==> src/design/xds_pkg.sv <==
package xds_pkg;

  // xxh64 primes
  localparam logic [63:0] XP1 = 64'h9E3779B185EBCA87;
  localparam logic [63:0] XP2 = 64'hC2B2AE3D27D4EB4F;
  localparam logic [63:0] XP3 = 64'h165667B19E3779F9;
  localparam logic [63:0] XP4 = 64'h85EBCA77C2B2AE63;
  localparam logic [63:0] XP5 = 64'h27D4EB2F165667C5;

  localparam int unsigned RECORD_BYTES = 20;
  localparam logic [63:0] HASH_INIT    = XP5 + 64'(RECORD_BYTES);

  // stream widths
  localparam int unsigned ID_LO_W    = 64;
  localparam int unsigned ID_HI_W    = 32;
  localparam int unsigned STAMP_W    = 64;
  localparam int unsigned OTHER_W    = 64;
  localparam int unsigned IN_DATA_W  = 224;
  localparam int unsigned RAW_W      = 64;
  localparam int unsigned FOLD_W     = 32;
  localparam int unsigned OUT_DATA_W = 104;
  localparam int unsigned OUT_PAD_W  = OUT_DATA_W - RAW_W - FOLD_W - 1;

  localparam int unsigned NUM_STEPS = 10;
  localparam int unsigned STEP_W    = 4;
  localparam logic [STEP_W-1:0] LAST_STEP = STEP_W'(NUM_STEPS - 1);

  localparam logic FUNC_TOGGLE = 1'b0;
  localparam logic FUNC_MERGE  = 1'b1;

  // one classified item between front and back
  typedef struct packed {
    logic        is_merge;
    logic [63:0] lane0;   // id bytes 0..7, or the other digest for a merge
    logic [63:0] lane1;   // id bytes 8..11 then stamp bytes 0..3
    logic [31:0] tail;    // stamp bytes 4..7
  } xds_item_t;

  typedef enum logic [1:0] {
    BK_IDLE,
    BK_ISSUE,
    BK_WAIT,
    BK_APPLY
  } xds_bk_state_t;

  typedef enum logic [2:0] {
    OPND_LANE0,
    OPND_LANE1,
    OPND_TAIL,
    OPND_ROTK31,
    OPND_ROTH27,
    OPND_ROTH23,
    OPND_HXS33,
    OPND_HXS29
  } xds_opnd_t;

  typedef enum logic [2:0] {
    POST_K,
    POST_HXOR,
    POST_HADD4,
    POST_HADD3,
    POST_H
  } xds_post_t;

  typedef struct packed {
    xds_opnd_t   opnd;
    logic [63:0] mulc;
    xds_post_t   post;
  } xds_step_t;

  function automatic logic [63:0] rotl64(input logic [63:0] v, input logic [5:0] r);
    logic [127:0] dbl;
    dbl = {v, v} << r;
    return dbl[127:64];
  endfunction

  // microcode for one record hash: two lane rounds, the tail word, the avalanche
  function automatic xds_step_t step_ctrl(input logic [STEP_W-1:0] step);
    xds_step_t s;
    s = '{opnd: OPND_LANE0, mulc: XP2, post: POST_K};
    case (step)
      4'd0: s = '{opnd: OPND_LANE0,  mulc: XP2, post: POST_K};
      4'd1: s = '{opnd: OPND_ROTK31, mulc: XP1, post: POST_HXOR};
      4'd2: s = '{opnd: OPND_ROTH27, mulc: XP1, post: POST_HADD4};
      4'd3: s = '{opnd: OPND_LANE1,  mulc: XP2, post: POST_K};
      4'd4: s = '{opnd: OPND_ROTK31, mulc: XP1, post: POST_HXOR};
      4'd5: s = '{opnd: OPND_ROTH27, mulc: XP1, post: POST_HADD4};
      4'd6: s = '{opnd: OPND_TAIL,   mulc: XP1, post: POST_HXOR};
      4'd7: s = '{opnd: OPND_ROTH23, mulc: XP2, post: POST_HADD3};
      4'd8: s = '{opnd: OPND_HXS33,  mulc: XP2, post: POST_H};
      4'd9: s = '{opnd: OPND_HXS29,  mulc: XP3, post: POST_H};
      default: s = '{opnd: OPND_LANE0, mulc: XP2, post: POST_K};
    endcase
    return s;
  endfunction

endpackage

==> src/design/xds_front.sv <==
module xds_front (
  input  logic                           in_tvalid,
  output logic                           in_tready,
  input  logic                           in_tuser,  // func
  // id_low_bytes, id_high_bytes, stamp, other_digest
  input  logic [xds_pkg::IN_DATA_W-1:0]  in_tdata,
  input  logic                           q_full,
  output logic                           q_push,
  output xds_pkg::xds_item_t             q_item
);
  import xds_pkg::*;

  logic [ID_LO_W-1:0] id_lo;
  logic [ID_HI_W-1:0] id_hi;
  logic [STAMP_W-1:0] stamp;
  logic [OTHER_W-1:0] other;

  assign id_lo = in_tdata[63:0];
  assign id_hi = in_tdata[95:64];
  assign stamp = in_tdata[159:96];
  assign other = in_tdata[223:160];

  assign in_tready = !q_full;
  assign q_push    = in_tvalid && !q_full;

  // pack the 20-byte record into two 8-byte lanes and a 4-byte tail; a merge beat carries the other digest in lane0
  always_comb begin
    q_item.is_merge = (in_tuser == FUNC_MERGE);
    if (in_tuser == FUNC_MERGE) begin
      q_item.lane0 = other;
      q_item.lane1 = '0;
      q_item.tail  = '0;
    end else begin
      q_item.lane0 = id_lo;
      q_item.lane1 = {stamp[31:0], id_hi};
      q_item.tail  = stamp[63:32];
    end
  end

endmodule

==> src/design/xds_fifo.sv <==
module xds_fifo (
  input  logic               clk,
  input  logic               rst_n,
  input  logic               push,
  input  xds_pkg::xds_item_t push_item,
  output logic               full,
  input  logic               pop,
  output logic               not_empty,
  output xds_pkg::xds_item_t head_item
);
  import xds_pkg::*;

  xds_item_t   slot_r [2];
  logic        wr_ptr_r, wr_ptr_nxt;
  logic        rd_ptr_r, rd_ptr_nxt;
  logic [1:0]  count_r, count_nxt;
  logic        do_pop;

  assign full      = (count_r == 2'd2);
  assign not_empty = (count_r != 2'd0);
  assign do_pop    = pop && not_empty;
  assign head_item = slot_r[rd_ptr_r];

  always_comb begin
    wr_ptr_nxt = push ? !wr_ptr_r : wr_ptr_r;
    rd_ptr_nxt = do_pop ? !rd_ptr_r : rd_ptr_r;
    count_nxt  = count_r;
    if (push && !do_pop) begin
      count_nxt = count_r + 2'd1;
    end else if (do_pop && !push) begin
      count_nxt = count_r - 2'd1;
    end
  end

  always_ff @(posedge clk) begin
    if (!rst_n) begin
      wr_ptr_r <= 1'b0;
      rd_ptr_r <= 1'b0;
      count_r  <= 2'd0;
    end else begin
      wr_ptr_r <= wr_ptr_nxt;
      rd_ptr_r <= rd_ptr_nxt;
      count_r  <= count_nxt;
    end
  end

  always_ff @(posedge clk) begin
    if (push) begin
      slot_r[wr_ptr_r] <= push_item;
    end
  end

endmodule

==> src/design/xds_mul.sv <==
module xds_mul (
  input  logic        clk,
  input  logic        rst_n,
  input  logic        start,
  input  logic [63:0] mul_a,
  input  logic [63:0] mul_b,
  output logic        done,
  output logic [63:0] product
);
  import xds_pkg::*;

  // low 64 bits of a 64x64 product from three 32x32 partials
  logic [63:0] a_r, b_r;
  logic [63:0] p_r, acc_r;
  logic [1:0]  phase_r;
  logic        busy_r, done_r;
  logic [31:0] op_a, op_b;
  logic [63:0] part;

  always_comb begin
    case (phase_r)
      2'd0: begin
        op_a = a_r[31:0];
        op_b = b_r[31:0];
      end
      2'd1: begin
        op_a = a_r[31:0];
        op_b = b_r[63:32];
      end
      2'd2: begin
        op_a = a_r[63:32];
        op_b = b_r[31:0];
      end
      default: begin
        op_a = '0;
        op_b = '0;
      end
    endcase
    part = {32'd0, op_a} * {32'd0, op_b};
  end

  always_ff @(posedge clk) begin
    if (!rst_n) begin
      busy_r  <= 1'b0;
      done_r  <= 1'b0;
      phase_r <= 2'd0;
    end else begin
      done_r <= 1'b0;
      if (start) begin
        busy_r  <= 1'b1;
        phase_r <= 2'd0;
      end else if (busy_r) begin
        phase_r <= phase_r + 2'd1;
        if (phase_r == 2'd3) begin
          busy_r <= 1'b0;
          done_r <= 1'b1;
        end
      end
    end
  end

  always_ff @(posedge clk) begin
    if (start) begin
      a_r <= mul_a;
      b_r <= mul_b;
    end else if (busy_r) begin
      p_r <= part;
      case (phase_r)
        2'd1:    acc_r <= p_r;
        2'd2:    acc_r <= acc_r + {p_r[31:0], 32'd0};
        2'd3:    acc_r <= acc_r + {p_r[31:0], 32'd0};
        default: acc_r <= acc_r;
      endcase
    end
  end

  assign done    = done_r;
  assign product = acc_r;

endmodule

==> src/design/xds_back.sv <==
module xds_back (
  input  logic                            clk,
  input  logic                            rst_n,
  input  logic                            q_not_empty,
  input  xds_pkg::xds_item_t              q_item,
  output logic                            q_pop,
  output logic                            out_tvalid,
  input  logic                            out_tready,
  // raw_digest, folded_digest, is_empty
  output logic [xds_pkg::OUT_DATA_W-1:0]  out_tdata
);
  import xds_pkg::*;

  xds_bk_state_t     state_r, state_nxt;
  logic [STEP_W-1:0] step_r, step_nxt;
  xds_item_t         item_r, item_nxt;
  logic [63:0]       h_r, h_nxt;
  logic [63:0]       k_r, k_nxt;
  logic [63:0]       digest_r, digest_nxt;
  logic              out_valid_r, out_valid_nxt;
  logic [RAW_W-1:0]  out_raw_r, out_raw_nxt;
  logic [FOLD_W-1:0] out_fold_r, out_fold_nxt;
  logic              out_empty_r, out_empty_nxt;

  xds_step_t   ctl;
  logic [63:0] opnd;
  logic [63:0] hash_val;
  logic        mul_start;
  logic        mul_done;
  logic [63:0] mul_prod;
  logic        out_free;

  xds_mul u_mul (
    .clk     (clk),
    .rst_n   (rst_n),
    .start   (mul_start),
    .mul_a   (opnd),
    .mul_b   (ctl.mulc),
    .done    (mul_done),
    .product (mul_prod)
  );

  assign ctl      = step_ctrl(step_r);
  assign out_free = !out_valid_r || out_tready;

  always_comb begin
    case (ctl.opnd)
      OPND_LANE0:  opnd = item_r.lane0;
      OPND_LANE1:  opnd = item_r.lane1;
      OPND_TAIL:   opnd = {32'd0, item_r.tail};
      OPND_ROTK31: opnd = rotl64(k_r, 6'd31);
      OPND_ROTH27: opnd = rotl64(h_r, 6'd27);
      OPND_ROTH23: opnd = rotl64(h_r, 6'd23);
      OPND_HXS33:  opnd = h_r ^ (h_r >> 33);
      OPND_HXS29:  opnd = h_r ^ (h_r >> 29);
      default:     opnd = '0;
    endcase
  end

  // merge beats pass the other digest straight through
  assign hash_val = item_r.is_merge ? item_r.lane0 : (h_r ^ (h_r >> 32));

  always_comb begin
    state_nxt     = state_r;
    step_nxt      = step_r;
    item_nxt      = item_r;
    h_nxt         = h_r;
    k_nxt         = k_r;
    digest_nxt    = digest_r;
    out_valid_nxt = out_valid_r && !out_tready;
    out_raw_nxt   = out_raw_r;
    out_fold_nxt  = out_fold_r;
    out_empty_nxt = out_empty_r;
    q_pop         = 1'b0;
    mul_start     = 1'b0;

    case (state_r)
      BK_IDLE: begin
        if (q_not_empty) begin
          q_pop    = 1'b1;
          item_nxt = q_item;
          h_nxt    = HASH_INIT;
          step_nxt = '0;
          state_nxt = q_item.is_merge ? BK_APPLY : BK_ISSUE;
        end
      end
      BK_ISSUE: begin
        mul_start = 1'b1;
        state_nxt = BK_WAIT;
      end
      BK_WAIT: begin
        if (mul_done) begin
          case (ctl.post)
            POST_K:     k_nxt = mul_prod;
            POST_HXOR:  h_nxt = h_r ^ mul_prod;
            POST_HADD4: h_nxt = mul_prod + XP4;
            POST_HADD3: h_nxt = mul_prod + XP3;
            POST_H:     h_nxt = mul_prod;
            default:    h_nxt = h_r;
          endcase
          if (step_r == LAST_STEP) begin
            state_nxt = BK_APPLY;
          end else begin
            step_nxt  = step_r + STEP_W'(1);
            state_nxt = BK_ISSUE;
          end
        end
      end
      BK_APPLY: begin
        if (out_free) begin
          digest_nxt    = digest_r ^ hash_val;
          out_valid_nxt = 1'b1;
          out_raw_nxt   = digest_nxt;
          out_fold_nxt  = digest_nxt[63:32] ^ digest_nxt[31:0];
          out_empty_nxt = (digest_nxt == 64'd0);
          state_nxt     = BK_IDLE;
        end
      end
      default: state_nxt = BK_IDLE;
    endcase
  end

  always_ff @(posedge clk) begin
    if (!rst_n) begin
      state_r     <= BK_IDLE;
      step_r      <= '0;
      digest_r    <= '0;
      out_valid_r <= 1'b0;
    end else begin
      state_r     <= state_nxt;
      step_r      <= step_nxt;
      digest_r    <= digest_nxt;
      out_valid_r <= out_valid_nxt;
    end
  end

  always_ff @(posedge clk) begin
    item_r      <= item_nxt;
    h_r         <= h_nxt;
    k_r         <= k_nxt;
    out_raw_r   <= out_raw_nxt;
    out_fold_r  <= out_fold_nxt;
    out_empty_r <= out_empty_nxt;
  end

  assign out_tvalid = out_valid_r;
  assign out_tdata  = {{OUT_PAD_W{1'b0}}, out_empty_r, out_fold_r, out_raw_r};

endmodule

==> src/design/xxh64_set_digest_accumulator.sv <==
// Order-independent 64-bit set digest. Each toggle beat hashes a 20-byte record
// (12-byte id, then 8-byte timestamp, little-endian) with XXH64 at seed 0 and XORs
// the hash into the digest, so adding and removing a document are the same beat;
// a merge beat (tuser = 1) XORs in another digest. Every input beat gives one output
// beat with the new digest, its 32-bit fold and an empty flag. The front side
// classifies beats into a two-entry queue; the back side hashes them one at a time
// through a single shared 32x32 multiplier, three partial products per 64-bit
// multiply and ten multiplies per record, while a merge beat skips the multiplier.
// Digest resets to zero.
module xxh64_set_digest_accumulator (
  input  logic                            clk,
  input  logic                            rst_n,
  input  logic                            in_tvalid,
  output logic                            in_tready,
  input  logic                            in_tuser,   // func
  // id_low_bytes, id_high_bytes, stamp, other_digest
  input  logic [xds_pkg::IN_DATA_W-1:0]   in_tdata,
  output logic                            out_tvalid,
  input  logic                            out_tready,
  // raw_digest, folded_digest, is_empty, zero pad
  output logic [xds_pkg::OUT_DATA_W-1:0]  out_tdata
);
  import xds_pkg::*;

  xds_item_t push_item;
  xds_item_t head_item;
  logic      q_push;
  logic      q_full;
  logic      q_pop;
  logic      q_not_empty;

  xds_front u_front (
    .in_tvalid (in_tvalid),
    .in_tready (in_tready),
    .in_tuser  (in_tuser),
    .in_tdata  (in_tdata),
    .q_full    (q_full),
    .q_push    (q_push),
    .q_item    (push_item)
  );

  xds_fifo u_fifo (
    .clk       (clk),
    .rst_n     (rst_n),
    .push      (q_push),
    .push_item (push_item),
    .full      (q_full),
    .pop       (q_pop),
    .not_empty (q_not_empty),
    .head_item (head_item)
  );

  xds_back u_back (
    .clk         (clk),
    .rst_n       (rst_n),
    .q_not_empty (q_not_empty),
    .q_item      (head_item),
    .q_pop       (q_pop),
    .out_tvalid  (out_tvalid),
    .out_tready  (out_tready),
    .out_tdata   (out_tdata)
  );

endmodule
==> config.mk <==
export PLATFORM = sky130hd
export DESIGN_NAME = xxh64_set_digest_accumulator
export DESIGN_NICKNAME = d
export VERILOG_FILES = /design/src/design/xds_pkg.sv /design/src/design/xds_front.sv /design/src/design/xds_fifo.sv /design/src/design/xds_mul.sv /design/src/design/xds_back.sv /design/src/design/xxh64_set_digest_accumulator.sv
export SDC_FILE = /design/constraint.sdc
export NUM_CORES = 2
export LEC_CHECK = 0
export BUFFER_PORTS_ARGS = -buffer_cell sky130_fd_sc_hd__clkbuf_2
export CAP_MARGIN = 20
export CORE_ASPECT_RATIO = 1.75
export CORE_MARGIN = 2
export CORE_UTILIZATION = 60
export CTS_BUF_LIST = sky130_fd_sc_hd__clkbuf_4 sky130_fd_sc_hd__clkbuf_8 sky130_fd_sc_hd__clkbuf_16
export DETAILED_ROUTE_END_ITERATION = 8
export GPL_TIMING_DRIVEN = 0
export HOLD_SLACK_MARGIN = 0.05
export PLACE_DENSITY = 0.82
export SLEW_MARGIN = 15
export SYNTH_ARGS = -nofsm -noshare
export SYNTH_HDL_FRONTEND = slang
export SYNTH_SLANG_ARGS = --single-unit
==> constraint.sdc <==
create_clock -name clk -period 10.7 [get_ports clk]
set_clock_uncertainty 0.1 [all_clocks]
set_input_delay 1.07 -clock clk [delete_from_list [all_inputs] [get_ports clk]]
set_output_delay 1.07 -clock clk [all_outputs]
set_load 0.01 [all_outputs]
After elaboration in Yosys (flattened, before gate mapping)
Memory sizes are Yosys's and may differ from the RTL's. A register that Yosys moved wholly into a read port is not among the register bits.
Index checks and enable logic that the tools add are counted.
Storage, ports and cells
  flip-flop bits (word level): 721
  bits in writable memories: 322
  bits in read-only memories: 832
  input port bits: 229
  word-level logic and storage cells: 138
  memories: 2
Memory list
  (no name shown): depth 16, bits a word 52, rd ports 1, clocked after Yosys merged registers in 1, wr ports 0, RTL line xds_pkg.sv:81  | case (step)
  u_fifo.slot_r: depth 2, bits a word 161, rd ports 1, clocked after Yosys merged registers in 1, wr ports 1, RTL line xds_fifo.sv:13  | xds_item_t slot_r [2];
Operators by class
  add/sub/neg operators: 7
  $mul: 1
  equality and inequality tests: 24
  multiplexer cells: 37
  bitwise gates (word level): 9
  reduce and logical (&&, ||, !) cells: 35
Operators by type and width (number)
  one-hot mux 64 bit (8 select lines): 1
  one-hot mux 64 bit (2 select lines): 2
  one-hot mux 64 bit (4 select lines): 1
  two-way mux 64 bit: 3
  two-way mux 160 bit: 1
  one-hot mux 32 bit (2 select lines): 2
  XOR 64 bit: 2
  adder 64 x 61 -> 64 bit, second input constant: 1
  adder 64 bit: 1
  adder 64 bit, second input constant: 1
  logical NOT 64 bit: 1
  multiplier 32 x 32 -> 64 bit: 1
  XOR 64 x 31 -> 64 bit: 1
  XOR 64 x 32 -> 64 bit: 1
  XOR 64 x 35 -> 64 bit: 1
  XOR 32 bit: 1
  two-way mux 4 bit: 5
  == test 3 bit, second input constant: 5
  two-way mux 2 bit: 7
  two-way mux 1 bit: 13
  == test 3 x 2 -> 1 bit, second input constant: 4
  == test 2 bit, second input constant: 5
  AND reduction 3 bit: 3
  one-hot mux 2 bit (4 select lines): 1
  21 further kinds: 49

Longest topological paths before layout
  word-level depth: 7
  mapped depth: 36
  gate-level depth less buffers: 33

Modules after synthesis
From an unflattened synthesis, not the netlist that was laid out.
Unflattened totals
  cell total of the unflattened synthesis: 7627
  area total of the unflattened synthesis: 81948.6 µm²
By module, submodules not included
  xds_mul: times used 1, cells an instance 4459, area an instance 42819.8 µm²
  xds_back: times used 1, cells an instance 2464, area an instance 25451.9 µm²
  xds_fifo: times used 1, cells an instance 523, area an instance 12199.2 µm²
  xds_front: times used 1, cells an instance 181, area an instance 1477.7 µm²

Worst setup path after synthesis
Ideal clock, no wire load.
  kind: register to register
  from: register u_back.u_mul.phase_r[0]
  to: register u_back.u_mul.p_r[61] (data pin)
  library setup time: 0.259 ns
  arrival: 8.713 ns
  data required time: 10.341 ns
  setup slack: 1.628 ns
  cell stages (with the launch flop): 32
  period minus slack after synthesis: 9.072 ns
  path through: dfxtp_1 -> clkinv_1 -> ha_1 -> or2_2 -> buf_2 -> buf_2 -> buf_1 -> a22oi_1 -> nor2_1 -> inv_1 -> nor2_1 -> fa_1 -> fa_1 -> inv_1 -> fa_1 -> fa_1 -> inv_1 -> fa_1 -> fa_1 -> fa_1 -> fa_1 -> ha_1 -> clkbuf_1 -> nand4_1 -> nor3_1 -> nand2_1 -> nand4_1 -> a31oi_1 -> o31ai_1 -> a41o_1 -> o21ai_0 -> a211o_1
Between the ends
  longest elaborated chain between the ends: 4
  elaborated cells between the ends (all ways): 8
  those cells by class: mul (1); eq/ne (2); mux (2); reduce/logical (3)
RTL lines
  from (decl): RTL line xds_mul.sv:15  | logic [1:0] phase_r;
  from (signal assigned): RTL line xds_mul.sv:53  | phase_r <= phase_r + 2'd1;
  == test 2 x 1 -> 1 bit, or another cell as far along: RTL line xds_mul.sv:21  | case (phase_r)
  OR reduction 2 bit (no line)
  one-hot mux 32 bit (2 select lines): RTL line xds_mul.sv:21
  multiplier 32 x 32 -> 64 bit (*): RTL line xds_mul.sv:39  | part = {32'd0, op_a} * {32'd0, op_b};
  net u_back.u_mul.part[61]: RTL line xds_mul.sv:18  | logic [63:0] part;
  to (signal assigned): RTL line xds_mul.sv:67  | p_r <= part;
  to (decl): RTL line xds_mul.sv:14  | logic [63:0] p_r, acc_r;
The timed path passes the listed nets; every way through them passes the cells marked *.
A chain may end at the register's enable or synchronous reset.

Worst setup path after layout
  from: register u_back.u_mul.phase_r[0]
  to: register u_back.u_mul.p_r[63] (data pin)
Same word-level chain as after synthesis.

==> key figures <==
Status
  – Status: finished with violations
  – Failing checks: negative setup slack

Min path
  – Worst Hold Class: reg -> reg

Placement
  – # port buffers: 327
  – Pre-CTS WS: -2.63 ns
  – Placed insts: 9364
  – Routability cong.: 1.23
  – Detailed Place HPWL: 279000 µm

Setup path
  – Crit path max fanout: 10
  – Worst Path Class, Setup: reg -> reg
  – Worst path slowest cell: nand4_1
  – CP most frequent cell: fa_1
  – CP required: 10.98 ns
  – Critical Path End: u_back.u_mul.p_r[63]
  – Crit path launch: u_back.u_mul.phase_r[0]
  – Reg2Reg Depth: 27
  – Worst R2R Start: u_back.u_mul.phase_r[0]
  – CP arrival: 11.46 ns
  – R2R setup slack: -0.48 ns
  – Endpoint class of the critical path: register
  – RR Endpoint: u_back.u_mul.p_r[63]
  – Crit-path max cell delay: 0.97 ns
  – CP startpoint kind: register

Logic synthesis
  – Mapped Area: 78500 µm²
  – Number of synthesized flops with an enable pin: 906
  – Seq/Total Area, Yosys: 37.0%
  – Mean Syn Cell Area: 10.8 µm²
  – Syn. warnings: 0
  – Synth Flop Type: edfxtp_1
  – #FFs+latches synth: 998
  – Number of distinct library cells after synthesis: 96
  – Synth Instances: 7291
  – Async SR Flop Fraction: 0%

Routing
  – Final WL: 366000 µm
  – Post-detailed-route DRC marker count: 0
  – DRT Pass-1 Iters: 9
  – Routed wire length per instance: 38.2 µm
  – Starting DRT DRC Count: 9020
  – Post-route ant nets: 0
  – Vias: 65400
  – Via/cell ratio: 6.83

Timing
  – Hold WS: 0.297 ns
  – Tmin final: 11.18 ns
  – Post-route clock period utilization: 104%
  – Pins Over Slew Limit: 0
  – Setup TNS: -1.09 ns
  – Slew margin rel.: 5.16%
  – Final Hold Viols: 0
  – Final WS setup: -0.480 ns
  – Peak Freq: 89.4 MHz
  – Worst Tran Pin Value: 1.42 ns
  – Final setup viols: 4

Clocking
  – CTS tree: done
  – H-tree Lvls: 3
  – CTS sink cnt: 998
  – Worst-skew pair later-pin latency: 0.74 ns
  – CTS root buf: clkbuf_16
  – CTS Buffer Depth: 3
  – TritonCTS buffer count: 81
  – Clock-pin slew on the worst setup and hold paths: 0.08 ns

Floorplan
  – Die Y: 482 µm
  – Site row count: 175
  – Die Area: 134000 µm²
  – Die X-Extent: 277 µm
  – Starting Density: 60.4%
  – I/O pin count: 335
  – Core Area: 130000 µm²

GRT
  – Total GRT Usage: 55.9%
  – First-pass GRT wire length: 515000 µm
  – Largest net degree at the start of global routing: 114
  – Initial antenna violation count: 44
  – Total gr overflow: 0
  – Number of global-route vias before repair: 67100

Layout
  – Final #Nets: 9261
  – Final instance count without filler cells: 9580
  – Share of post-route cells with drive strength above 1: 14.8%
  – Synth-to-Final Area Change: 11.4%

Run
  – Max-Cap Viols: 0
## critical path, delay by kind of cell, from the launching register on
| kind | cells | cell delay [ns] |
|---|---|---|
| XOR/XNOR | 1 | 0.32 |
| flip-flops | 1 | 0.38 |
| AO/OA/AOI/OAI | 6 | 1.87 |
| AND/OR/NAND/NOR | 4 | 2.05 |
| adder cells (fa/ha/maj) | 10 | 4.40 |
| buffers and inverters | 6 | 1.70 |
## synthesized netlist by cell type, types with 10 or more instances
master,n,area (µm²)
nor4_1,17,106
dfxtp_1,92,1840
o21bai_1,24,180
nor2_1,805,3020
edfxtp_1,906,27200
or3_1,13,81.3
nand3_1,45,225
clkbuf_1,294,1100
a31oi_1,27,169
a211oi_1,48,360
nand2b_1,48,300
a21o_1,73,548
xnor2_1,235,2060
a221oi_1,12,105
nor3_1,46,230
and3_1,25,156
o211a_1,12,120
mux2_2,230,2590
o21ai_0,195,976
inv_1,962,3610
o31ai_1,16,120
and2_1,68,425
a22o_1,33,289
nand3b_1,24,180
a21boi_0,40,300
fa_1,846,16900
a21oi_1,337,1690
xor2_1,126,1100
o21a_1,28,210
nand2_1,618,2320
o211ai_1,16,120
nand4_1,32,200
ha_1,391,4890
or2_2,14,87.6
o221ai_1,29,254
o2111ai_1,22,193
a211o_1,13,114
nor2b_1,143,895
mux2i_1,110,1100
nor3b_1,34,255
buf_2,10,50.1
a22oi_1,37,278
buf_1,42,158
a31o_2,17,149
## per-layer routing
layer | GRT usage, % | share of wire (%)
met3 | 23.2 | 12
met1 | 52.4 | 27
met4 | 65.6 | 16
met5 | 1.46 | 0.055
met2 | 85.8 | 44
## kinds of logic after synthesis
| logic type | after synthesis | share of synthesized area [%] |
|---|---|---|
| other cells | 1 | 0.00478 |
| simple gates | 1963 | 11.2 |
| fa+ha+maj | 1237 | 27.8 |
| mux | 341 | 4.73 |
| compound gates | 1060 | 8.83 |
| xor+xnor | 361 | 4.03 |
| buf+inv | 1330 | 6.42 |
| flops | 998 | 37.0 |
## flip-flops by register name (all words and copies together) (netlist names), 2 cells and up, named ones only
register,flops
u_back.ctl,12
u_back.digest_r,64
u_back.h_r,64
u_back.item_r,161
u_back.k_r,64
u_back.out_fold_r,32
u_back.out_raw_r,64
u_back.state_r,2
u_back.step_r,4
u_back.u_mul.a_r,64
u_back.u_mul.b_r,6
u_back.u_mul.p_r,64
u_back.u_mul.phase_r,2
u_back.u_mul.product,64
u_fifo.count_r,2
u_fifo.slot_r,322
## cell usage in the layout, fill, tap and decap left out, drive strengths merged, types with 40 or more instances in the layout
master and instances:
inv 968, edfxtp 906, fa 846, nor2 805, clkbuf 701, nand2 618, ha 391, a21oi 338
xnor2 235, mux2 230, o21ai 201, buf 169, nor2b 143, xor2 126, mux2i 110, dfxtp 92
a21o 73, and2 69, a211oi 50, nand2b 48, nor3 46, nand3 45, a21boi 40
## layout make-up
type | instances | area, µm²
Antenna cell | 39 | 97.6
Buffer | 332 | 1470
Clock buffer | 99 | 2190
Clock inverter | 49 | 621
Fill cell | 9826 | 42400
Inverter | 973 | 3700
Multi-Input combinational cell | 4969 | 45300
Sequential cell | 998 | 29100
Tap cell | 1681 | 2100
Timing Repair Buffer | 440 | 2920
## worst min-delay path by stage
stage	startpoint	endpoint	slack (ns)	depth (start not counted)
final	u_back.ctl[65]	u_back.u_mul.b_r[62]	0.30	0
after detailed placement	u_back.ctl[57]	u_back.u_mul.b_r[54]	0.29	0
after global placement	u_back.ctl[57]	u_back.u_mul.b_r[54]	0.29	0
after global routing	u_back.ctl[65]	u_back.u_mul.b_r[62]	0.30	0
after CTS	u_back.ctl[65]	u_back.u_mul.b_r[62]	0.30	0
after floorplan	u_back.ctl[45]	u_back.u_mul.b_r[42]	0.29	0
## per-stage QoR
stage / util [%] / instance area, µm²
global route: 67.3 / 87400
finish: 67.4 / 87500
global placement: 63.3 / 82200
CTS: 66.7 / 86600
floorplan: - / 78500
detailed placement: 64.1 / 83200
## repair_timing
item / 4_1_cts / 5_1_grt
hold buffers: 0 / 0
gates resized for setup: 177 / 182
endpoints found under the setup margin: 39 / 24
pin swaps: 14 / 24
buffers inserted: 15 / 25
Power is left out: the tool's default activity adds up to more than one toggle a clock period on the data nets, which glitch-free logic cannot reach.
